--- config.mk ---
export PLATFORM = sky130hd
export DESIGN_NAME = dual_ipc_fifo_mailbox
export DESIGN_NICKNAME = d
export VERILOG_FILES = /design/src/dipc_pkg.sv /design/src/dipc_ctrl.sv /design/src/dipc_datapath.sv /design/src/dual_ipc_fifo_mailbox.sv
export VERILOG_INCLUDE_DIRS = /design/src /design/src/src
export SDC_FILE = /design/constraint.sdc
export NUM_CORES = 1
export LEC_CHECK = 0
export BUFFER_PORTS_ARGS = -buffer_cell sky130_fd_sc_hd__buf_2
export CORE_AREA = 10 10 442 444
export CTS_CLUSTER_DIAMETER = 60
export DETAILED_ROUTE_END_ITERATION = 6
export DIE_AREA = 0 0 452 454
export SLEW_MARGIN = 10
export SYNTH_ARGS = -nofsm -noshare
export SYNTH_HDL_FRONTEND = slang
export SYNTH_SLANG_ARGS = --single-unit
--- constraint.sdc ---
create_clock -name clk -period 5.4 [get_ports clk]
set_input_delay 1.08 -clock clk [delete_from_list [all_inputs] [get_ports clk]]
set_output_delay 1.08 -clock clk [all_outputs]
set_load 0.02 [all_outputs]
--- src/dual_ipc_fifo_mailbox_assert.svh ---
// ---------------------------------------------------------------------------
// Mailbox assertion macros
// Shared concurrent-check shorthands; the enclosing module provides clk and
// arst_n.
// ---------------------------------------------------------------------------
`ifndef DUAL_IPC_FIFO_MAILBOX_ASSERT_SVH
`define DUAL_IPC_FIFO_MAILBOX_ASSERT_SVH

// Check that a condition holds at every clock edge outside reset.
`define DIPC_ASSERT_ALWAYS(label, expr, msg) \
	label: assert property (@(posedge clk) disable iff (!arst_n) (expr)) \
		else $error(msg);

// Check that the consequent holds in the cycle after the antecedent.
`define DIPC_ASSERT_NEXT(label, ante, cons, msg) \
	label: assert property (@(posedge clk) disable iff (!arst_n) (ante) |=> (cons)) \
		else $error(msg);

`endif

--- src/dipc_pkg.sv ---
// ---------------------------------------------------------------------------
// Mailbox package
// Types, register bit positions and masks shared by the mailbox modules.
// ---------------------------------------------------------------------------
package dipc_pkg;

	localparam int FIFO_DEPTH = 16;
	localparam int PTR_W      = $clog2(FIFO_DEPTH);
	localparam int CNT_W      = $clog2(FIFO_DEPTH + 1);
	localparam int ADDR_W     = $clog2(2 * FIFO_DEPTH);

	// Access codes
	localparam logic [1:0] CMD_SEND = 2'd0;
	localparam logic [1:0] CMD_RECV = 2'd1;
	localparam logic [1:0] CMD_CTRL = 2'd2;

	// Control/status bit positions
	localparam int ST_SEND_EMPTY = 0;
	localparam int ST_SEND_FULL  = 1;
	localparam int ST_SEND_IRQEN = 2;
	localparam int ST_SEND_CLEAR = 3;
	localparam int ST_RECV_EMPTY = 8;
	localparam int ST_RECV_FULL  = 9;
	localparam int ST_RECV_IRQEN = 10;
	localparam int ST_ERROR      = 14;
	localparam int ST_ENABLE     = 15;

	localparam logic [15:0] MASK_SEND_SIDE = 16'hBFFC;
	localparam logic [15:0] MASK_RECV_SIDE = 16'hBCFF;
	localparam logic [15:0] ST_WRITABLE    = 16'h8404;
	localparam logic [15:0] ST_RESET       = 16'h0101;

	typedef struct packed {
		logic [1:0]  command;
		logic        side;
		logic [31:0] data_word;
	} dipc_req_t;

	typedef struct packed {
		logic [31:0] read_data;
		logic [15:0] status_side0;
		logic [15:0] status_side1;
		logic [1:0]  irq_send_empty;
		logic [1:0]  irq_recv_nonempty;
	} dipc_rsp_t;

	// Controller to datapath commands
	typedef struct packed {
		logic load;     // capture the request
		logic exec;     // carry out the captured access
		logic respond;  // present the result
	} dipc_ctl_t;

endpackage

--- src/dipc_ctrl.sv ---
// ---------------------------------------------------------------------------
// Mailbox controller
// Sequences capture, execution and result strobe of one access.
// ---------------------------------------------------------------------------
`include "dual_ipc_fifo_mailbox_assert.svh"

module dipc_ctrl import dipc_pkg::*; (
	input  logic      clk,
	input  logic      arst_n,
	input  logic      start,
	output logic      busy,
	output logic      done,
	output dipc_ctl_t ctl
);

	typedef enum logic [2:0] {
		ST_IDLE = 3'b001,
		ST_EXEC = 3'b010,
		ST_RESP = 3'b100
	} state_t;

	state_t state_q;
	state_t state_d;
	logic   accept;

	assign busy   = (state_q == ST_EXEC);
	assign accept = start && !busy;

	always_comb begin
		case (state_q)
			ST_IDLE: state_d = accept ? ST_EXEC : ST_IDLE;
			ST_EXEC: state_d = ST_RESP;
			ST_RESP: state_d = accept ? ST_EXEC : ST_IDLE;
			default: state_d = ST_IDLE;
		endcase
	end

	always_ff @(posedge clk or negedge arst_n) begin
		if (!arst_n) begin
			state_q <= ST_IDLE;
		end else begin
			state_q <= state_d;
		end
	end

	assign ctl.load    = accept;
	assign ctl.exec    = (state_q == ST_EXEC);
	assign ctl.respond = (state_q == ST_RESP);
	assign done        = ctl.respond;

	`DIPC_ASSERT_NEXT(a_accept_exec, accept, state_q == ST_EXEC, "accept not followed by exec")
	`DIPC_ASSERT_NEXT(a_exec_resp, ctl.exec, done, "exec not followed by result strobe")
	`DIPC_ASSERT_ALWAYS(a_onehot, $onehot(state_q), "state not one-hot")

endmodule

--- src/dipc_datapath.sv ---
// ---------------------------------------------------------------------------
// Mailbox datapath
// FIFO storage, pointers, fill counts and control/status registers.
// ---------------------------------------------------------------------------
`include "dual_ipc_fifo_mailbox_assert.svh"

module dipc_datapath import dipc_pkg::*; (
	input  logic      clk,
	input  logic      arst_n,
	input  dipc_ctl_t ctl,
	input  dipc_req_t req,
	output dipc_rsp_t rsp
);

	logic [31:0] mem [2*FIFO_DEPTH];

	dipc_req_t   req_q;
	logic [15:0] cs0_q, cs1_q;
	logic [PTR_W-1:0] head0_q, head1_q, tail0_q, tail1_q;
	logic [CNT_W-1:0] cnt0_q, cnt1_q;
	logic [1:0]  irq_se_q, irq_rn_q;
	logic [31:0] rd_q;
	logic        rd_ok_q;

	logic             s;
	logic [15:0]      own_cs, oth_cs, own_nx, oth_nx;
	logic [PTR_W-1:0] own_tail, oth_head, own_tail_nx, oth_head_nx;
	logic [CNT_W-1:0] own_cnt, oth_cnt, own_cnt_nx, oth_cnt_nx;
	logic             own_clr;
	logic [1:0]       irq_se_d, irq_rn_d;
	logic             wr_en, rd_en;
	logic [ADDR_W-1:0] wr_addr, rd_addr;
	logic [15:0]      v;

	assign s        = req_q.side;
	assign own_cs   = s ? cs1_q : cs0_q;
	assign oth_cs   = s ? cs0_q : cs1_q;
	assign own_tail = s ? tail1_q : tail0_q;
	assign oth_head = s ? head0_q : head1_q;
	assign own_cnt  = s ? cnt1_q : cnt0_q;
	assign oth_cnt  = s ? cnt0_q : cnt1_q;
	assign v        = req_q.data_word[15:0];

	assign wr_addr = ADDR_W'(own_tail) + (s ? ADDR_W'(FIFO_DEPTH) : ADDR_W'(0));
	assign rd_addr = ADDR_W'(oth_head) + (s ? ADDR_W'(0) : ADDR_W'(FIFO_DEPTH));

	always_comb begin
		own_nx      = own_cs;
		oth_nx      = oth_cs;
		own_tail_nx = (own_tail == PTR_W'(FIFO_DEPTH - 1)) ? '0 : own_tail + 1'b1;
		oth_head_nx = (oth_head == PTR_W'(FIFO_DEPTH - 1)) ? '0 : oth_head + 1'b1;
		own_cnt_nx  = own_cnt + 1'b1;
		oth_cnt_nx  = oth_cnt - 1'b1;
		own_clr     = 1'b0;
		wr_en       = 1'b0;
		rd_en       = 1'b0;
		irq_se_d    = '0;
		irq_rn_d    = '0;
		case (req_q.command)
			CMD_SEND: begin
				if (own_cs[ST_ENABLE]) begin
					if (own_cnt == CNT_W'(FIFO_DEPTH)) begin
						own_nx[ST_ERROR] = 1'b1;
					end else begin
						wr_en  = 1'b1;
						own_nx = own_cs & MASK_SEND_SIDE;
						oth_nx = oth_cs & MASK_RECV_SIDE;
						if (own_cnt == CNT_W'(FIFO_DEPTH - 1)) begin
							own_nx[ST_SEND_FULL] = 1'b1;
							oth_nx[ST_RECV_FULL] = 1'b1;
						end
						irq_rn_d[~s] = oth_nx[ST_RECV_IRQEN];
					end
				end
			end
			CMD_RECV: begin
				if (own_cs[ST_ENABLE]) begin
					if (oth_cnt == '0) begin
						own_nx[ST_ERROR] = 1'b1;
					end else begin
						rd_en  = 1'b1;
						own_nx = own_cs & MASK_RECV_SIDE;
						oth_nx = oth_cs & MASK_SEND_SIDE;
						if (oth_cnt == CNT_W'(1)) begin
							own_nx[ST_RECV_EMPTY] = 1'b1;
							oth_nx[ST_SEND_EMPTY] = 1'b1;
							irq_se_d[~s] = oth_nx[ST_SEND_IRQEN];
						end
					end
				end
			end
			CMD_CTRL: begin
				if (v[ST_ERROR]) begin
					own_nx[ST_ERROR] = 1'b0;
				end
				if (v[ST_SEND_CLEAR]) begin
					own_clr               = 1'b1;
					own_nx[ST_SEND_EMPTY] = 1'b1;
					own_nx[ST_SEND_FULL]  = 1'b0;
					oth_nx[ST_RECV_EMPTY] = 1'b1;
					oth_nx[ST_RECV_FULL]  = 1'b0;
				end
				own_nx = (own_nx & ~ST_WRITABLE) | (v & ST_WRITABLE);
				irq_se_d[s] = own_nx[ST_SEND_IRQEN] & own_nx[ST_SEND_EMPTY];
				irq_rn_d[s] = own_nx[ST_RECV_IRQEN] & ~own_nx[ST_RECV_EMPTY];
			end
			default: begin
			end
		endcase
	end

	always_ff @(posedge clk) begin
		if (ctl.load) begin
			req_q <= req;
		end
		if (ctl.exec && wr_en) begin
			mem[wr_addr] <= req_q.data_word;
		end
		if (ctl.exec) begin
			rd_q <= mem[rd_addr];
		end
	end

	always_ff @(posedge clk or negedge arst_n) begin
		if (!arst_n) begin
			cs0_q    <= ST_RESET;
			cs1_q    <= ST_RESET;
			head0_q  <= '0;
			head1_q  <= '0;
			tail0_q  <= '0;
			tail1_q  <= '0;
			cnt0_q   <= '0;
			cnt1_q   <= '0;
			irq_se_q <= '0;
			irq_rn_q <= '0;
			rd_ok_q  <= 1'b0;
		end else if (ctl.exec) begin
			irq_se_q <= irq_se_d;
			irq_rn_q <= irq_rn_d;
			rd_ok_q  <= rd_en;
			if (s) begin
				cs1_q <= own_nx;
				cs0_q <= oth_nx;
			end else begin
				cs0_q <= own_nx;
				cs1_q <= oth_nx;
			end
			// advance the sender's tail on a push
			if (wr_en) begin
				if (s) begin
					tail1_q <= own_tail_nx;
					cnt1_q  <= own_cnt_nx;
				end else begin
					tail0_q <= own_tail_nx;
					cnt0_q  <= own_cnt_nx;
				end
			end
			// advance the other side's head on a pop
			if (rd_en) begin
				if (s) begin
					head0_q <= oth_head_nx;
					cnt0_q  <= oth_cnt_nx;
				end else begin
					head1_q <= oth_head_nx;
					cnt1_q  <= oth_cnt_nx;
				end
			end
			// drop the issuing side's queue contents
			if (own_clr) begin
				if (s) begin
					head1_q <= '0;
					tail1_q <= '0;
					cnt1_q  <= '0;
				end else begin
					head0_q <= '0;
					tail0_q <= '0;
					cnt0_q  <= '0;
				end
			end
		end
	end

	assign rsp.read_data         = rd_ok_q ? rd_q : 32'd0;
	assign rsp.status_side0      = cs0_q;
	assign rsp.status_side1      = cs1_q;
	assign rsp.irq_send_empty    = irq_se_q;
	assign rsp.irq_recv_nonempty = irq_rn_q;

	`DIPC_ASSERT_ALWAYS(a_empty0, cs0_q[ST_SEND_EMPTY] == (cnt0_q == '0), "side 0 empty flag off")
	`DIPC_ASSERT_ALWAYS(a_empty1, cs1_q[ST_SEND_EMPTY] == (cnt1_q == '0), "side 1 empty flag off")
	`DIPC_ASSERT_ALWAYS(a_rempty1, cs1_q[ST_RECV_EMPTY] == (cnt0_q == '0), "side 1 recv flag off")
	`DIPC_ASSERT_ALWAYS(a_full0, cs0_q[ST_SEND_FULL] == (cnt0_q == CNT_W'(FIFO_DEPTH)), "full flag off")

endmodule

--- src/dual_ipc_fifo_mailbox.sv ---
// ---------------------------------------------------------------------------
// Dual inter-processor FIFO mailbox
// Two-sided mailbox with per-side send queues and control/status registers.
// ---------------------------------------------------------------------------
// Usage:
//   Drive request (command, side, data_word) and raise start. The access is
//   taken at the rising edge where start is high and busy is low.
//   The result appears on response in the cycle after the execute cycle,
//   marked by done for exactly one cycle: the access edge, the execute cycle,
//   then the done cycle. busy is high only during the execute cycle, so a
//   new access can transfer while done is high, but busy holds off the next
//   transfer while the captured access executes.
//   Each access yields exactly one result; the receiver cannot stall, so the
//   result must be captured in its done cycle.
//   status_side0/1 show the registers after the access; the interrupt masks
//   are valid with done and hold until the next access executes.
//   Reset clears pointers and fill counts, sets both status registers to
//   0x0101 (both empty, disabled) and returns the controller to idle. Queue
//   storage is not cleared; a receive only reads words that a send wrote.
// ---------------------------------------------------------------------------
module dual_ipc_fifo_mailbox import dipc_pkg::*; (
	input  logic      clk,
	input  logic      arst_n,
	input  logic      start,
	output logic      busy,
	input  dipc_req_t request,
	output logic      done,
	output dipc_rsp_t response
);

	dipc_ctl_t ctl;

	// Sequence each access: capture, execute, strobe the result
	dipc_ctrl u_ctrl (
		.clk    (clk),
		.arst_n (arst_n),
		.start  (start),
		.busy   (busy),
		.done   (done),
		.ctl    (ctl)
	);

	// Hold queue storage and status; update them on execute
	dipc_datapath u_datapath (
		.clk    (clk),
		.arst_n (arst_n),
		.ctl    (ctl),
		.req    (request),
		.rsp    (response)
	);

endmodule
==> summary.txt <==
Timing
  • Slew @ Worst Pin: 1280 ps
  • Final setup viols: 0
  • Max Slew Vio Count: 0
  • Tmin final: 4170 ps
  • Slew HR: 0.148
  • Final Cycle Share: 0.772
  • Setup ws final: 1230 ps
  • Final Hold Fails: 0
  • Total negative slack: 0 ps
  • RSZ-0062 raised after global routing: false
  • Max Fclk: 0.240 GHz
  • Setup Skew: 40.4 ps
  • Hold_ws: 370 ps

Detailed routing
  • ANT nets after route: 0
  • Vias per cell: 4.78
  • Post-Route WL: 131000 µm
  • Drt first pass iters: 5
  • Drt wl/cell: 22.7 µm
  • Drc violations: 0
  • 1st-iter DRT viols: 2856
  • Vias: 27512

Power and ir drop
  • Switching pwr: 6.23 mW
  • Pwr/cell area: 407 nW/µm²
  • Logic pwr share: 0.158
  • Sequential share of power: 0.483
  • Worst VDD drop: 0.289 mV
  • P_leak: 18.4 nW
  • P_int: 15.7 mW
  • Clock power share: 0.359
  • Sw Ratio: 0.283

Synthesis
  • Area fraction of the dominant cell type after synthesis: 0.708
  • Mapped cell area: 46300 µm²
  • Synth Warn #: 0
  • Synth Register Bits: 1157
  • Unique masters post-synth: 72
  • Post-synthesis sequential area ratio: 0.743
  • Area contributors post-synth: edfxtp_1 71%, mux2i_1 5.9%, dfrtp_1 3.3%, nand2_1 2.5%, o221ai_1 1.9%
  • Ys async rst share: 0.0570
  • Cells after Synth: 3058
  • Post-synth EDFFs: 1091
  • Predominant post-synthesis flop cell: edfxtp_1
  • Syn_area_per_cell: 15.1 µm²
  • Syn Nets: 3111
  • Leading area contributor after synthesis: edfxtp_1

Floorplanning
  • Die Ht: 454 µm
  • Core Footprint: 187000 µm²
  • # rows: 159
  • Die Width: 452 µm
  • Die area: 205000 µm²
  • IO Pins: 108
  • Initial core utilization: 0.248

Setup path
  • Top fanout value on the critical path: 92
  • Crit path launch: u_datapath.s
  • Worst reg2reg startpoint: u_datapath.s
  • Startpoint type of the worst setup path: register
  • Critical path class: register to register
  • Reg2Reg Depth: 7
  • Data arrival time of the critical path: 4600 ps
  • Critical path required time: 5830 ps
  • Worst setup EP type: register

Cells and area
  • Design area: 54000 µm²
  • # diodes: 0
  • Share of cells above drive strength 1: 0.134
  • Post-layout util: 0.289
  • Synth-to-layout area growth: 16.7%
  • Nets@finish: 3216

Clock network
  • Post-CTS sizing: 0
  • Worst skew pair latency: 740 ps
  • CTS sink cnt: 1157
  • CTS tree: yes
  • Cts hold-fix bufs: 0
  • H-tree Lvls: 3
  • Postcts setup bufs: 0
  • Root buf cell: clkbuf_16
  • Maximum clock path buffer count: 3
  • Clock transition at path regs: 60 ps
  • CTS buffer count: 111

Placed design
  • Detailed placement HPWL: 73100 µm
  • Placer congestion estimate: 0.801
  • Post-Place Worst Slack: 1250 ps
  • DP Area: 50300 µm²
  • PortBufs: 107

GRT
  • Pin count of the biggest net entering global routing: 134
  • Gr ovfl total: 0
  • Initial antenna violation count: 3
  • Total track usage: 0.122
  • Vias in the first global route: 26619
  • First-pass GRT wire length: 188000 µm

Status
  • Status: finished clean

Worst hold path
  • Worst hold stages: 0
  • Hold path start: u_datapath.cs1_q[4]
  • Hold WC Path Type: register to register

Run
  • Maxcap violations: 0
## power groups by stage
| stage | combinational [mW] | sequential, mW | clock (mW) |
|---|---|---|---|
| after global routing | 3.73 | 10.6 | 8.40 |
| after global placement | 3.44 | 10.8 | 0 |
| after floorplan | 2.28 | 10.6 | 0 |
| after detailed placement | 3.46 | 10.8 | 0 |
| final | 3.47 | 10.6 | 7.89 |
| after CTS | 3.47 | 10.6 | 8.02 |
## layout make-up
| cell class | count | area [µm²] |
|---|---|---|
| flip-flops and latches | 1157 | 34400 |
| inverters | 22 | 101 |
| multi-input cells | 1670 | 11100 |
| fillers | 18692 | 133000 |
| well taps | 2495 | 3120 |
| repair buffers | 201 | 1540 |
| clock inverters | 80 | 850 |
| clock buffers | 125 | 2860 |
## cell usage after synthesis, drive strengths merged, types with 9 or more instances
cell type,count
edfxtp,1091
nor4,61
nand3,133
o22ai,67
nor3,16
o221ai,100
a32o,12
nand2b,72
ha,15
a21oi,99
clkbuf,120
o21ai,99
a211oi,60
a31oi,64
nor2,118
dfrtp,61
o211ai,9
o31ai,35
buf,89
nand2,307
and2,36
inv,21
a22o,10
mux2i,273
## through the flow
stage | power [mW] | instances
floorplan | 12.9 | 3058
global placement | 14.2 | 5544
detailed placement | 14.3 | 5544
CTS | 22.1 | 5749
global route | 22.8 | 5750
finish | 22.0 | 5750
## path summary, 6_finish.rpt
kind	end	slack, ps
min in group asynchronous	u_datapath.irq_rn_q[1]	540
max	u_datapath.mem[6][18]	1230
max in group asynchronous	u_datapath.head1_q[0]	4260
max reg2reg	u_datapath.mem[6][18]	1230
min reg2reg	u_datapath.cs1_q[4]	370
min	u_datapath.cs1_q[4]	370
## worst max-delay path: stages, from the launching register on
cell      delay, ps
edfxtp_1        800
buf_12          490
mux2_2          350
nand3_1         200
nor2_1          310
nand2_1         560
nor2_4          790
buf_4           320
## cell usage in the layout, fill, tap and decap left out, types with 84 or more instances in the layout
| cell type | instances |
|---|---|
| buf_2 | 107 |
| o221ai_1 | 100 |
| nor2_1 | 84 |
| o21ai_0 | 98 |
| nand3_1 | 133 |
| a21oi_1 | 98 |
| mux2i_1 | 270 |
| clkbuf_16 | 112 |
| nand2_1 | 306 |
| edfxtp_1 | 1091 |
## sequential cells by signal, summed over array words and instances, names as in the netlist, named ones only
name	cells
u_datapath.head1_q	4
u_datapath.irq_se_q	2
u_ctrl.state_q	3
u_datapath.cs0_q	16
u_datapath.irq_rn_q	2
u_datapath.req_q	34
u_datapath.mem	1024
u_datapath.rd_ok_q	1
u_datapath.cs1_q	16
u_datapath.cnt0_q	5
u_datapath.cnt1_q	5
u_datapath.head0_q	4
u_datapath.s	1
u_datapath.rd_q	32
## kinds of logic (layout without fill, tap and decap cells)
family / count (synthesis) / in the layout / synth area share
AO/OA/AOI/OAI: 595 / 595 / 0.0875
AND/OR/NAND/NOR: 772 / 772 / 0.0780
XOR/XNOR: 8 / 8 / 0.00151
flip-flops: 1157 / 1157 / 0.743
buffers and inverters: 231 / 428 / 0.0239
multiplexers: 280 / 280 / 0.0616
adder cells (fa/ha/maj): 15 / 15 / 0.00405
## metal layers
| metal | vias to the layer above | part of all wire | track usage |
|---|---|---|---|
| li1 | 12139 | - | - |
| met1 | 14054 | 0.40 | 0.155 |
| met2 | 1135 | 0.50 | 0.212 |
| met3 | 184 | 0.072 | 0.0187 |
| met4 | 0 | 0.028 | 0.0394 |
| met5 | - | 0 | 0 |
Power figures use the tool's default switching activity.
